==> config.mk <==
export PLATFORM = sky130hd
export DESIGN_NAME = ssdw_seg_update
export DESIGN_NICKNAME = d
export VERILOG_FILES = /design/src/rtl/core/ssdw_pkg.sv /design/src/rtl/core/ssdw_seg_update.sv
export SDC_FILE = /design/constraint.sdc
export NUM_CORES = 1
export LEC_CHECK = 0
export BUFFER_PORTS_ARGS = -buffer_cell sky130_fd_sc_hd__buf_2
export CAP_MARGIN = 15
export CORE_MARGIN = 1.5
export CORE_UTILIZATION = 55
export CTS_CLUSTER_DIAMETER = 200
export CTS_CLUSTER_SIZE = 24
export DETAILED_ROUTE_END_ITERATION = 12
export PLACE_DENSITY = 0.83
export SYNTH_ARGS = -nofsm -noshare
export SYNTH_HDL_FRONTEND = slang
export SYNTH_SLANG_ARGS = --single-unit
==> constraint.sdc <==
create_clock -name clk -period 3.9 [get_ports clk]
set_input_delay 0.78 -clock clk [delete_from_list [all_inputs] [get_ports clk]]
set_output_delay 0.78 -clock clk [all_outputs]
set_load 0.005 [all_outputs]
==> src/rtl/core/ssdw_pkg.sv <==
// shared types, command codes and segment table of the display writer
package ssdw_pkg;

    localparam int NUM_DISPLAYS = 6;
    localparam int SEG_W        = 7;
    localparam int NUM_W        = 20;
    localparam int DIGIT_W      = 4;
    localparam int MULT_W       = NUM_W + 1;
    localparam int PROD_W       = NUM_W + MULT_W;

    // command codes
    localparam logic [2:0] CMD_CLEAR = 3'd0;
    localparam logic [2:0] CMD_DIGIT = 3'd1;
    localparam logic [2:0] CMD_INT   = 3'd2;
    localparam logic [2:0] CMD_SCORE = 3'd3;
    localparam logic [2:0] CMD_RAW   = 3'd4;

    // operand limits
    localparam logic [DIGIT_W-1:0] BLANK_DIGIT = 4'd10;
    localparam logic [NUM_W-1:0]   INT_LIMIT   = 20'd999999;
    localparam logic [NUM_W-1:0]   SCORE_LIMIT = 20'd999;
    localparam logic [SEG_W-1:0]   SEG_BLANK   = 7'd127;

    typedef struct packed {
        logic [2:0]  cmd;
        logic [2:0]  position;
        logic [3:0]  digit;
        logic [19:0] number;
        logic        player;
        logic [41:0] raw_patterns;
    } ssdw_in_t;

    typedef struct packed {
        logic [6:0] seg0;
        logic [6:0] seg1;
        logic [6:0] seg2;
        logic [6:0] seg3;
        logic [6:0] seg4;
        logic [6:0] seg5;
        logic       bad_operand;
    } ssdw_out_t;

    typedef logic [NUM_DISPLAYS-1:0][DIGIT_W-1:0] ssdw_digits_t;

    // active-low pattern, bit 6 = g ... bit 0 = a; blank for ten and above
    function automatic logic [SEG_W-1:0] seg_encode(input logic [DIGIT_W-1:0] d);
        logic [SEG_W-1:0] code;
        case (d)
            4'd0:    code = 7'd64;
            4'd1:    code = 7'd121;
            4'd2:    code = 7'd36;
            4'd3:    code = 7'd48;
            4'd4:    code = 7'd25;
            4'd5:    code = 7'd18;
            4'd6:    code = 7'd2;
            4'd7:    code = 7'd120;
            4'd8:    code = 7'd0;
            4'd9:    code = 7'd16;
            default: code = SEG_BLANK;
        endcase
        return code;
    endfunction

endpackage

==> src/rtl/core/ssdw_seg_update.sv <==
// segment registers and the command decode that updates them
module ssdw_seg_update
    import ssdw_pkg::*;
(
    input  logic         clk,
    input  logic         rst_n,
    input  logic         fire,
    input  ssdw_in_t     item,
    input  ssdw_digits_t digits,
    output ssdw_out_t    result
);

    logic [NUM_DISPLAYS-1:0][SEG_W-1:0] seg_reg;
    logic [NUM_DISPLAYS-1:0][SEG_W-1:0] seg_next;
    logic                               bad;

    // command decode and operand checks
    always_comb
    begin
        seg_next = seg_reg;
        bad      = 1'b0;
        case (item.cmd)
            CMD_CLEAR:
            begin
                for (int k = 0; k < NUM_DISPLAYS; k++)
                begin
                    seg_next[k] = SEG_BLANK;
                end
            end
            CMD_DIGIT:
            begin
                if ((item.position >= 3'(NUM_DISPLAYS)) || (item.digit > BLANK_DIGIT))
                begin
                    bad = 1'b1;
                end
                else
                begin
                    seg_next[item.position] = seg_encode(item.digit);
                end
            end
            CMD_INT:
            begin
                if (item.number > INT_LIMIT)
                begin
                    bad = 1'b1;
                end
                else
                begin
                    for (int k = 0; k < NUM_DISPLAYS; k++)
                    begin
                        seg_next[k] = seg_encode(digits[k]);
                    end
                end
            end
            CMD_SCORE:
            begin
                if (item.number > SCORE_LIMIT)
                begin
                    bad = 1'b1;
                end
                else
                begin
                    for (int k = 0; k < NUM_DISPLAYS / 2; k++)
                    begin
                        if (item.player)
                        begin
                            seg_next[k + NUM_DISPLAYS / 2] = seg_encode(digits[k]);
                        end
                        else
                        begin
                            seg_next[k] = seg_encode(digits[k]);
                        end
                    end
                end
            end
            CMD_RAW:
            begin
                for (int k = 0; k < NUM_DISPLAYS; k++)
                begin
                    seg_next[NUM_DISPLAYS - 1 - k] = item.raw_patterns[SEG_W*k +: SEG_W];
                end
            end
            default:
            begin
                bad = 1'b1;
            end
        endcase
    end

    // display registers, blank after reset
    always_ff @(posedge clk or negedge rst_n)
    begin
        if (!rst_n)
        begin
            for (int k = 0; k < NUM_DISPLAYS; k++)
            begin
                seg_reg[k] <= SEG_BLANK;
            end
        end
        else if (fire)
        begin
            seg_reg <= seg_next;
        end
    end

    // result shows the registers as they stand after this command
    assign result.seg0        = seg_next[0];
    assign result.seg1        = seg_next[1];
    assign result.seg2        = seg_next[2];
    assign result.seg3        = seg_next[3];
    assign result.seg4        = seg_next[4];
    assign result.seg5        = seg_next[5];
    assign result.bad_operand = bad;

    // clear leaves every display blank
    a_clear_blanks: assert property (@(posedge clk) disable iff (!rst_n)
        fire && (item.cmd == CMD_CLEAR) |=> seg_reg == {NUM_DISPLAYS{SEG_BLANK}})
        else $error("clear did not blank all displays");

    // a rejected command or an idle cycle leaves the displays alone
    a_reject_holds: assert property (@(posedge clk) disable iff (!rst_n)
        !fire || bad |=> seg_reg == $past(seg_reg))
        else $error("displays changed without an accepted command");

    // an in-range integer always splits into decimal digits
    a_digits_decimal: assert property (@(posedge clk) disable iff (!rst_n)
        fire && (item.cmd == CMD_INT) && !bad |->
            (digits[0] <= 4'd9) && (digits[1] <= 4'd9) && (digits[2] <= 4'd9) &&
            (digits[3] <= 4'd9) && (digits[4] <= 4'd9) && (digits[5] <= 4'd9))
        else $error("integer split produced a non-decimal digit");

endmodule

-- Word level (Yosys, flattened, before mapping)
Memories as Yosys holds them, arrays and structs flattened.
Cells that the tools add are included.
- $lt $le $gt $ge: 6
- equality and inequality tests: 4
- mux-type cells: 19
- reductions and logical operators: 4
- operators by type and width (kind ; count):
    case mux 42 bit (5 select lines) ; 1
    2-to-1 mux 42 bit ; 3
    2-to-1 mux 7 bit ; 9
    bitwise mux 42 bit ; 1
    demux 7 bit (select 3 bit) ; 1
    > comparator 20 x 10 -> 1 bit, second input constant ; 1
    > comparator 20 bit, second input constant ; 1
    == test 3 x 2 -> 1 bit, second input constant ; 2
    > comparator 4 bit, second input constant ; 1
    < comparator 3 x 4 -> 1 bit, second input constant ; 1
    case mux 1 bit (4 select lines) ; 1
    == test 3 x 1 -> 1 bit, second input constant ; 1
    == test 3 bit, second input constant ; 1
    >= comparator 3 x 1 -> 1 bit, second input constant ; 1
    >= comparator 3 bit, second input constant ; 1
    logical NOT 3 bit ; 1
    2-to-1 mux 1 bit ; 3
    OR reduction 2 bit ; 1
    logical AND 1 bit ; 1
    logical OR 1 bit ; 1
- bits in registers: 42
- input port bits: 100
- output and inout port bits: 43
- bits in read-only memories: 1456
- memories kept: 13
- memory list (name ; words ; width ; read ports ; clocked after memory_dff ; write ports ; RTL line ; source):
    (no name shown) ; 16 ; 7 ; 1 ; 0 ; 0 ; ssdw_pkg.sv:48 ; case (d)
    (no name shown) ; 16 ; 7 ; 1 ; 0 ; 0 ; ssdw_pkg.sv:48 ;
    (no name shown) ; 16 ; 7 ; 1 ; 0 ; 0 ; ssdw_pkg.sv:48 ;
    (no name shown) ; 16 ; 7 ; 1 ; 0 ; 0 ; ssdw_pkg.sv:48 ;
    (no name shown) ; 16 ; 7 ; 1 ; 0 ; 0 ; ssdw_pkg.sv:48 ;
    (no name shown) ; 16 ; 7 ; 1 ; 0 ; 0 ; ssdw_pkg.sv:48 ;
    +7 memories ; - ; - ; - ; - ; - ; - ;

-- Logic depth before layout (Yosys ltp)
Gate-level depths: netlist of run 1.
- depth in word-level cells: 7
- mapped depth: 10
- mapped depth without buffers: 8

-- Worst setup path before layout of run 1
Ideal clock, no wire load.
- kind: in2out
- from: in item[63] (netlist name)
- to: out result[17] (netlist name)
- slack: 0.648 ns
- arrival: 2.472 ns
- stages on the path: 9
- buffers on the path: 1
- required time: 3.120 ns
- cells stage by stage: inv_1 > ha_1 > nand2b_1 > a21oi_1 > clkbuf_1 > nor3_1 > nor3_1 > o211ai_1 > a21o_1
- RTL lines (element ; RTL line ; source):
    from (decl) ; ssdw_seg_update.sv:8 ; input ssdw_in_t item,
    to (decl) ; ssdw_seg_update.sv:10 ; output ssdw_out_t result

==> flow_results.org, run 1 <==
** Power
- The analysis attributes to net switching a power of 0.664 mW.
- Total power consumption of the routed design :: 1.66 mW
- Int Pwr :: 0.999 mW
- Switching portion of total power :: 39.9%
- Registers are responsible for 38.2% of the overall power.
- In this run the static leakage power is 2.97 nW.
- Worst ir drop on vdd :: 0.182 mV
- Relative contribution of the clock network to total power :: 17.9%
- The share of total power dissipated in combinational logic is 44.0%.
- Power per Cell Area :: 266 mW/mm²

** Setup path
- The critical path in this run is classified as in2out.
- STA puts the critical path data required time at 3.12 ns.
- In this run the worst path has a maximum fanout of 35.
- STA classifies the critical path endpoint as an output pin.
- CP top delay family :: simple AND/OR/NAND/NOR gates
- Delay of the slowest cell on the worst path :: 0.68 ns
- Data arrival time of the worst path :: 2.96 ns
- On the critical path, the stage with the largest delay is an instance of sky130_fd_sc_hd__or4_1.
- Counting stages on the worst path, the most repeated cell is sky130_fd_sc_hd__buf_2.
- Walking the worst path, the cells encountered are buf_2 > nor4_4 > nand3_2 > or4_1 > nand2_2 > buf_12 > a21oi_1 > o22ai_1 > buf_2.
- The critical path contains buffers and inverters numbering 3 combined.
- STA classifies the critical path startpoint as a primary input.

** Clock tree
- CTS saw 42 sinks.
- Clk pin slew, worst setup/hold paths :: 0.09 ns
- TritonCTS clock tree :: done
- Buffers inserted during clock tree synthesis total 5.
- Buffers added to address setup during post-CTS repair amount to 0.
- The cell sitting at the root of the clock tree is a sky130_fd_sc_hd__clkbuf_8.
- Hold buffer count at cts :: 0
- The H-tree was split into 2 levels.
- Clk_lat worst skew :: 0.30 ns
- Resized cells post-CTS :: 0
- The clock passes through at most 2 buffers.

** Global routing
- The number of global-route vias before repair is 6080.
- Global routing used 36.2% of the available tracks.
- Global-route wire length before repair :: 29300 µm
- Pin count of the biggest net entering global routing :: 43
- The initial antenna violation count is 1.
- Leftover overflow at the end of global routing :: 0

** Timing
- Clock period minus worst slack :: 3.74 ns
- Post-route clock skew :: 0 ns
- The final hold violation count was 0.
- At the pin with the least slew margin, the transition time is 1.03 ns.
- Final period utilization :: 95.8%
- Sum of negative setup slack :: 0 ns
- Setup repair after global routing missed its margin :: no
- Number of failing setup endpoints in the final timing report :: 0
- Max transition margin :: 31.4%
- For this run, the top clock speed supported by timing is 268 MHz.
- The final-report max-slew violation count was 0.

** Synthesis
- Avg Inst Size Synth :: 7.28 µm²
- The synthesized design contains 0 enable-type register cells.
- Cell Area, Synth :: 0.00531 mm²
- Among all flip-flop cells after synthesis, the most frequent one is sky130_fd_sc_hd__dfstp_2.
- Counting flops with an async set or reset pin after synthesis yields a share of 100%.
- Portion of the post-synthesis area used by sequential elements :: 20.8%
- Number of nets produced by synthesis :: 871
- Counting distinct cell types in the post-synthesis netlist gives 71.
- Number of flip-flops and latches in the synthesized netlist :: 42
- Count of warnings emitted by yosys :: 0
- After technology mapping, the gate count stands at 729.

** Layout
- Fin nets :: 995
- Antenna diode instance count :: 0
- Fraction of layout cells with a size suffix above 1 :: 27.2%
- Leaving out fill and tap cells, the most frequent cell in the layout is sky130_fd_sc_hd__buf_2.
- After routing the design area is 0.00625 mm².
- Fin cells :: 982
- Commonest cells after routing, fill and taps aside :: sky130_fd_sc_hd__buf_2 (139), sky130_fd_sc_hd__nor2_1 (93), sky130_fd_sc_hd__a21oi_1 (64)
- The register with the most flip-flops in the layout has 42 of them.
- Area added between synthesis and finish :: 17.7%

** Place
- Cell Area, Placed :: 0.00617 mm²
- The number of placed instances, taps included, is 975.
- Port buffering added 139 buffers.
- RePlAce Congestion :: 1.00
- Summed over all nets, the half-perimeter wirelength after detailed placement is 14300 µm.

** Routing
- Vias after detailed routing :: 6525
- Post-route antenna net violation count :: 0
- DRC violation total after the first TritonRoute iteration :: 854
- Using the TritonRoute via totals, the vias-per-cell ratio works out to 6.64.
- Iteration count of the initial detailed-routing pass :: 6
- Routed WL :: 19100 µm
- Mean routed wirelength per cell :: 19.5 µm
- Detailed-route DRC error count :: 0

** Floorplanning
- Initial Utilization :: 57.2%
- Placement row count :: 35
- Core region area :: 0.00928 mm²
- The die is 101 µm tall.
- Number of top-level pins :: 143
- Die ar. :: 0.0103 mm²
- The die is 101 µm wide.

** Outcome
- The flow ran to the end, and the final reports show no timing, DRC or antenna violations.

** Run
- Max cap viols :: 0

** Worst hold path
- Hold Crit Class :: reg2reg
-- per-stage QoR --
stage / hold slack, ns / utilization [%] / setup WS [ns]
floorplan: 0.458 / - / 0.648
global placement: 0.463 / 66.5 / 0.297
global route: 0.509 / 67.3 / 0.0867
finish: 0.483 / 67.3 / 0.164
detailed placement: 0.473 / 66.5 / 0.257
CTS: 0.484 / 67.3 / 0.243
-- cell families (layout without fill, tap and decap cells) --
| kind of cell | after synthesis | after routing | share of synthesized area, % |
|---|---|---|---|
| compound gates | 294 | 294 | 37.7 |
| mux | 5 | 5 | 0.966 |
| flops | 42 | 42 | 20.8 |
| fa+ha+maj | 42 | 42 | 9.90 |
| simple gates | 255 | 255 | 23.8 |
| buf+inv | 89 | 213 | 6.53 |
| xor+xnor | 2 | 2 | 0.330 |
-- cell usage after synthesis, types with 2 or more instances --
cell                        count  area [µm²]
sky130_fd_sc_hd__ha_1          42         526
sky130_fd_sc_hd__a21oi_1       64         320
sky130_fd_sc_hd__a222oi_1       3        30.0
sky130_fd_sc_hd__a21bo_2        2        20.0
sky130_fd_sc_hd__nand2_1       53         199
sky130_fd_sc_hd__nand3_1       13        65.1
sky130_fd_sc_hd__o31ai_1        8        60.1
sky130_fd_sc_hd__nor3_1         9        45.0
sky130_fd_sc_hd__a311oi_1       2        17.5
sky130_fd_sc_hd__a211oi_1      19         143
sky130_fd_sc_hd__buf_2          7        35.0
sky130_fd_sc_hd__o21a_1         6        45.0
sky130_fd_sc_hd__o22ai_1       23         144
sky130_fd_sc_hd__a31o_2         2        17.5
sky130_fd_sc_hd__a31oi_1        3        18.8
sky130_fd_sc_hd__nor4_1         2        12.5
sky130_fd_sc_hd__o211ai_1       5        37.5
sky130_fd_sc_hd__o32ai_1       17         149
sky130_fd_sc_hd__dfstp_2       42        1100
sky130_fd_sc_hd__or3b_2         3        26.3
sky130_fd_sc_hd__a21o_1        22         165
sky130_fd_sc_hd__or4_1          2        15.0
sky130_fd_sc_hd__inv_1         44         165
sky130_fd_sc_hd__o2111ai_1      2        17.5
sky130_fd_sc_hd__or2_0          2        12.5
sky130_fd_sc_hd__a22oi_1        3        22.5
sky130_fd_sc_hd__mux2i_1        4        40.0
sky130_fd_sc_hd__or2_2          6        37.5
sky130_fd_sc_hd__nor2_1        93         349
sky130_fd_sc_hd__nand4_1       11        68.8
sky130_fd_sc_hd__nand2b_1      24         150
sky130_fd_sc_hd__and2_1         3        18.8
sky130_fd_sc_hd__and3_1         2        12.5
sky130_fd_sc_hd__nand3b_1       6        45.0
sky130_fd_sc_hd__a22o_1        20         175
sky130_fd_sc_hd__clkbuf_1      36         135
sky130_fd_sc_hd__nor2b_1       13        81.3
sky130_fd_sc_hd__o21ai_0       53         265
sky130_fd_sc_hd__or3_1          4        25.0
sky130_fd_sc_hd__o2bb2ai_1     15         131
sky130_fd_sc_hd__o21ai_1        2        10.0
sky130_fd_sc_hd__xor2_1         2        17.5
sky130_fd_sc_hd__a211o_1        7        61.3
-- power groups by stage --
stage | Clock, mW | Sequential (mW) | Combinational, mW
after floorplan | 0 | 0.618 | 0.435
after global placement | 0 | 0.627 | 0.681
after detailed placement | 0 | 0.636 | 0.705
after CTS | 0.294 | 0.630 | 0.710
after global routing | 0.314 | 0.642 | 0.789
final | 0.297 | 0.635 | 0.731
-- metal layers --
| metal | vias to the layer above | wire length, µm | GRT usage [%] |
|---|---|---|---|
| li1 | 2935 | - | - |
| met1 | 3001 | 7410 | 46.4 |
| met2 | 485 | 8610 | 58.8 |
| met3 | 104 | 2270 | 8.21 |
| met4 | 0 | 836 | 15.1 |
| met5 | - | 0 | 0 |
-- worst register-to-register path, cell delays in order, from the launching register on --
cell and delay [ns]:
sky130_fd_sc_hd__dfstp_2 0.57, sky130_fd_sc_hd__a31oi_1 0.08, sky130_fd_sc_hd__or2_2 0.27, sky130_fd_sc_hd__and3_1 0.20, sky130_fd_sc_hd__o21ai_0 0.15
-- final timing paths --
check	startpoint	to	slack [ns]	cells after the start
setup reg to reg	seg_reg[31]$_DFFE_PN1P_	seg_reg[31]$_DFFE_PN1P_	2.56	4
hold reg to reg	seg_reg[7]$_DFFE_PN1P_	seg_reg[7]$_DFFE_PN1P_	0.48	2
max in group asynchronous	rst_n	seg_reg[0]$_DFFE_PN1P_	2.74	1
min in group asynchronous	rst_n	seg_reg[30]$_DFFE_PN1P_	1.09	1
hold / removal	seg_reg[7]$_DFFE_PN1P_	seg_reg[7]$_DFFE_PN1P_	0.48	2
setup / recovery	item[56]	result[23]	0.16	9
-- area by class of cell --
cell class              count  area, µm²
multi-input cells         598       3860
fillers                   799       3030
inverters                  44        165
flip-flops and latches     42       1100
repair buffers            162        881
clock buffers               6       72.6
well taps                 129        161
clock inverters             1       7.51
No activity file was read; power rests on OpenSTA's default activity.
==> inputs of run 2 (changes only) <==
clock period = 3.7 ns   (was 3.9 ns; I/O delays follow)
==> flow_results.org, run 2 (synthesis gave the netlist of run 1 again) <==
** Place
- The number of buffers inserted by port buffering is 139 (unchanged).
- Cell Area, Placed :: 0.00619 mm² (was 0.00617 mm²)
- Pre-CTS WS :: 0.0688 ns (was 0.257 ns)
- Count of placed standard cells including taps :: 978 (was 975)
- Detailed-placement wirelength estimate :: 14500 µm (was 14300 µm)
- RePlAce Congestion :: 0.974 (was 1.00)

** Routing
- DRC violation total after the first TritonRoute iteration :: 581 (was 854)
- Post-route antenna net violation count :: 0 (unchanged)
- The DRC violation count after routing was 0 (unchanged).
- Iteration count of the initial detailed-routing pass :: 5 (was 6)
- The routed wire length was 19100 µm (about the same).
- The post-detailed-route via-to-cell ratio is 6.44 (was 6.64).
- The average detailed-routed wire length per instance was 19.3 µm (was 19.5 µm).
- Vias after detailed routing :: 6361 (was 6525)

** Floorplanning
- Placement row count :: 35 (unchanged)
- Vertical die dimension :: 101 µm (unchanged)
- Core region area :: 0.00928 mm² (unchanged)
- The die width was 101 µm (unchanged).
- Number of top-level pins :: 143 (unchanged)
- The starting density of the core is 57.2% (unchanged).
- Die ar. :: 0.0103 mm² (unchanged)

** Worst hold path
- Hold Crit Class :: reg2reg (unchanged)

** Timing
- Post-route clock skew :: 0 ns (unchanged)
- The final number of setup-violating endpoints was 0 (unchanged).
- Maximum frequency from static timing analysis :: 279 MHz
- Actual slew at the worst max-slew pin :: 1.03 ns (about the same)
- Setup repair after global routing missed its margin: no (unchanged).
- Max transition margin :: 31.1% (was 31.4%)
- Setup slack of the critical path after layout :: 0.110 ns (was 0.164 ns)
- The final hold violation count was 0 (unchanged).
- For the finished layout, the period the worst path requires is 3.59 ns.
- The accumulated negative setup slack was 0 ns (unchanged).
- The hold slack came to 0.490 ns (was 0.483 ns).
- Final period utilization :: 97.0%
- The final-report max-slew violation count came to 0 (unchanged).

** Run
- Max cap viols :: 0 (unchanged)

** Setup path
- Setup crit end kind :: output pin (unchanged)
- The data required time of the critical path came to 2.96 ns (was 3.12 ns).
- The worst-path maximum fanout came to 7 (was 35).
- CP Cell Sequence :: buf_2 > nor4_4 > nand3_2 > o31a_1 > or3_4 > o31ai_1 > o21ai_0 > buf_2 (was buf_2 > nor4_4 > nand3_2 > or4_1 > nand2_2 > buf_12 > a21oi_1 > o22ai_1 > buf_2)
- The critical path's most frequent cell was sky130_fd_sc_hd__buf_2 (unchanged).
- The path type of the worst setup path was in2out (unchanged).
- Data arrival time of the worst path :: 2.85 ns (was 2.96 ns)
- The launching element type of the critical path was a primary input (unchanged).
- The longest individual stage delay on the worst path came to 0.45 ns (was 0.68 ns).
- Crit-path slowest cell :: sky130_fd_sc_hd__or3_4 (was sky130_fd_sc_hd__or4_1)

** Power
- The leakage power came to 3.01 nW (was 2.97 nW).
- The worst-case vdd ir drop was 0.216 mV (was 0.182 mV).
- The power density over the cells was 290 mW/mm² (was 266 mW/mm²).
- Total power consumption of the routed design :: 1.84 mW (was 1.66 mW)

** Outcome
- Result of the run :: complete, no violations (unchanged)

** Clock tree
- The number of buffers inserted for hold repair after clock tree synthesis is 0 (unchanged).
- Clk_lat worst skew :: 0.31 ns (was 0.30 ns)
- Clock net sink count :: 42 (unchanged)
- Cell chosen for the clock root :: sky130_fd_sc_hd__clkbuf_8 (unchanged)
- The clock tree from TritonCTS was done (unchanged).
- Clk pin slew, worst setup/hold paths :: 0.09 ns (about the same)
- The maximum level of the CTS H-tree came to 2 (unchanged).
- The number of buffers added by the clock tree synthesis step is 5 (unchanged).
- Clk buf depth :: 2 (unchanged)

** Layout
- Commonest cells after routing, fill and taps aside :: sky130_fd_sc_hd__buf_2 (139), sky130_fd_sc_hd__nor2_1 (93), sky130_fd_sc_hd__a21oi_1 (63) (was sky130_fd_sc_hd__buf_2 (139), sky130_fd_sc_hd__nor2_1 (93), sky130_fd_sc_hd__a21oi_1 (64))
- The core occupancy in the finished layout came to 68.2% (was 67.3%).
- Commonest non-fill, non-tap cell in the layout :: sky130_fd_sc_hd__buf_2 (unchanged)
- The ratio of cells with drive above 1 in the final layout was 28.2% (was 27.2%).
- Fin nets :: 999 (was 995)
- Area added between synthesis and finish :: 19.2% (was 17.7%)
- Summed area of non-filler cells in the final layout :: 0.00633 mm² (was 0.00625 mm²)
- Max FFs per register :: 42 (unchanged)
- Antenna diode instance count :: 0 (unchanged)
- The final non-filler cell total is 987 (was 982).

** Global routing
- The largest net degree at the start of global routing was 43 (unchanged).
- Number of antenna violations at the first check in global routing :: 0 (was 1)
- The wire length of the first global-routing pass was 28800 µm (was 29300 µm).
- Leftover overflow at the end of global routing :: 0 (unchanged)
- Total track usage :: 36.0% (was 36.2%)
- Number of global-route vias before repair :: 5773 (was 6080)
-- run 2: final timing paths --
kind / startpoint / to / slack (ns) / cells after the start
min: seg_reg[10]$_DFFE_PN1P_ / seg_reg[10]$_DFFE_PN1P_ / 0.49 / 2
min in group asynchronous: rst_n / seg_reg[36]$_DFFE_PN1P_ / 1.04 / 1
max in group asynchronous: rst_n / seg_reg[18]$_DFFE_PN1P_ / 2.59 / 1
max: item[56] / result[33] / 0.11 / 8
max reg2reg: seg_reg[31]$_DFFE_PN1P_ / seg_reg[31]$_DFFE_PN1P_ / 2.35 / 4
min reg2reg: seg_reg[10]$_DFFE_PN1P_ / seg_reg[10]$_DFFE_PN1P_ / 0.49 / 2
-- run 2: where the power goes --
group / internal (mW) / switching (mW)
sequential: 0.603 / 0.0641
combinational: 0.325 / 0.451
clock: 0.203 / 0.193
-- run 2: routing by layer --
layer	track usage [%]	wire (µm)	share of wire, %	up-vias
li1	-	-	-	2942
met1	48.7	7780	41	2925
met2	58.3	8660	45	425
met3	5.52	1940	10	69
met4	13.2	699	3.7	0
met5	0	0	0	-
-- run 2: repair_timing --
action,4_1_cts,5_1_grt
endpoints found under the setup margin,0,11
buffers inserted,0,1
resized for setup,0,4
-- run 2: layout make-up --
class	instances	area (µm²)
Multi-Input combinational cell	598	3880
Fill cell	798	2950
Sequential cell	42	1100
Timing Repair Buffer	166	911
Inverter	44	165
Tap cell	129	161
Clock buffer	5	68.8
Clock inverter	3	43.8
-- run 2: worst max-delay path: cells and delay by family --
| family | cells | cell delay (ns) |
|---|---|---|
| AND/OR/NAND/NOR | 3 | 0.99 |
| buffers and inverters | 2 | 0.28 |
| AO/OA/AOI/OAI | 3 | 0.84 |
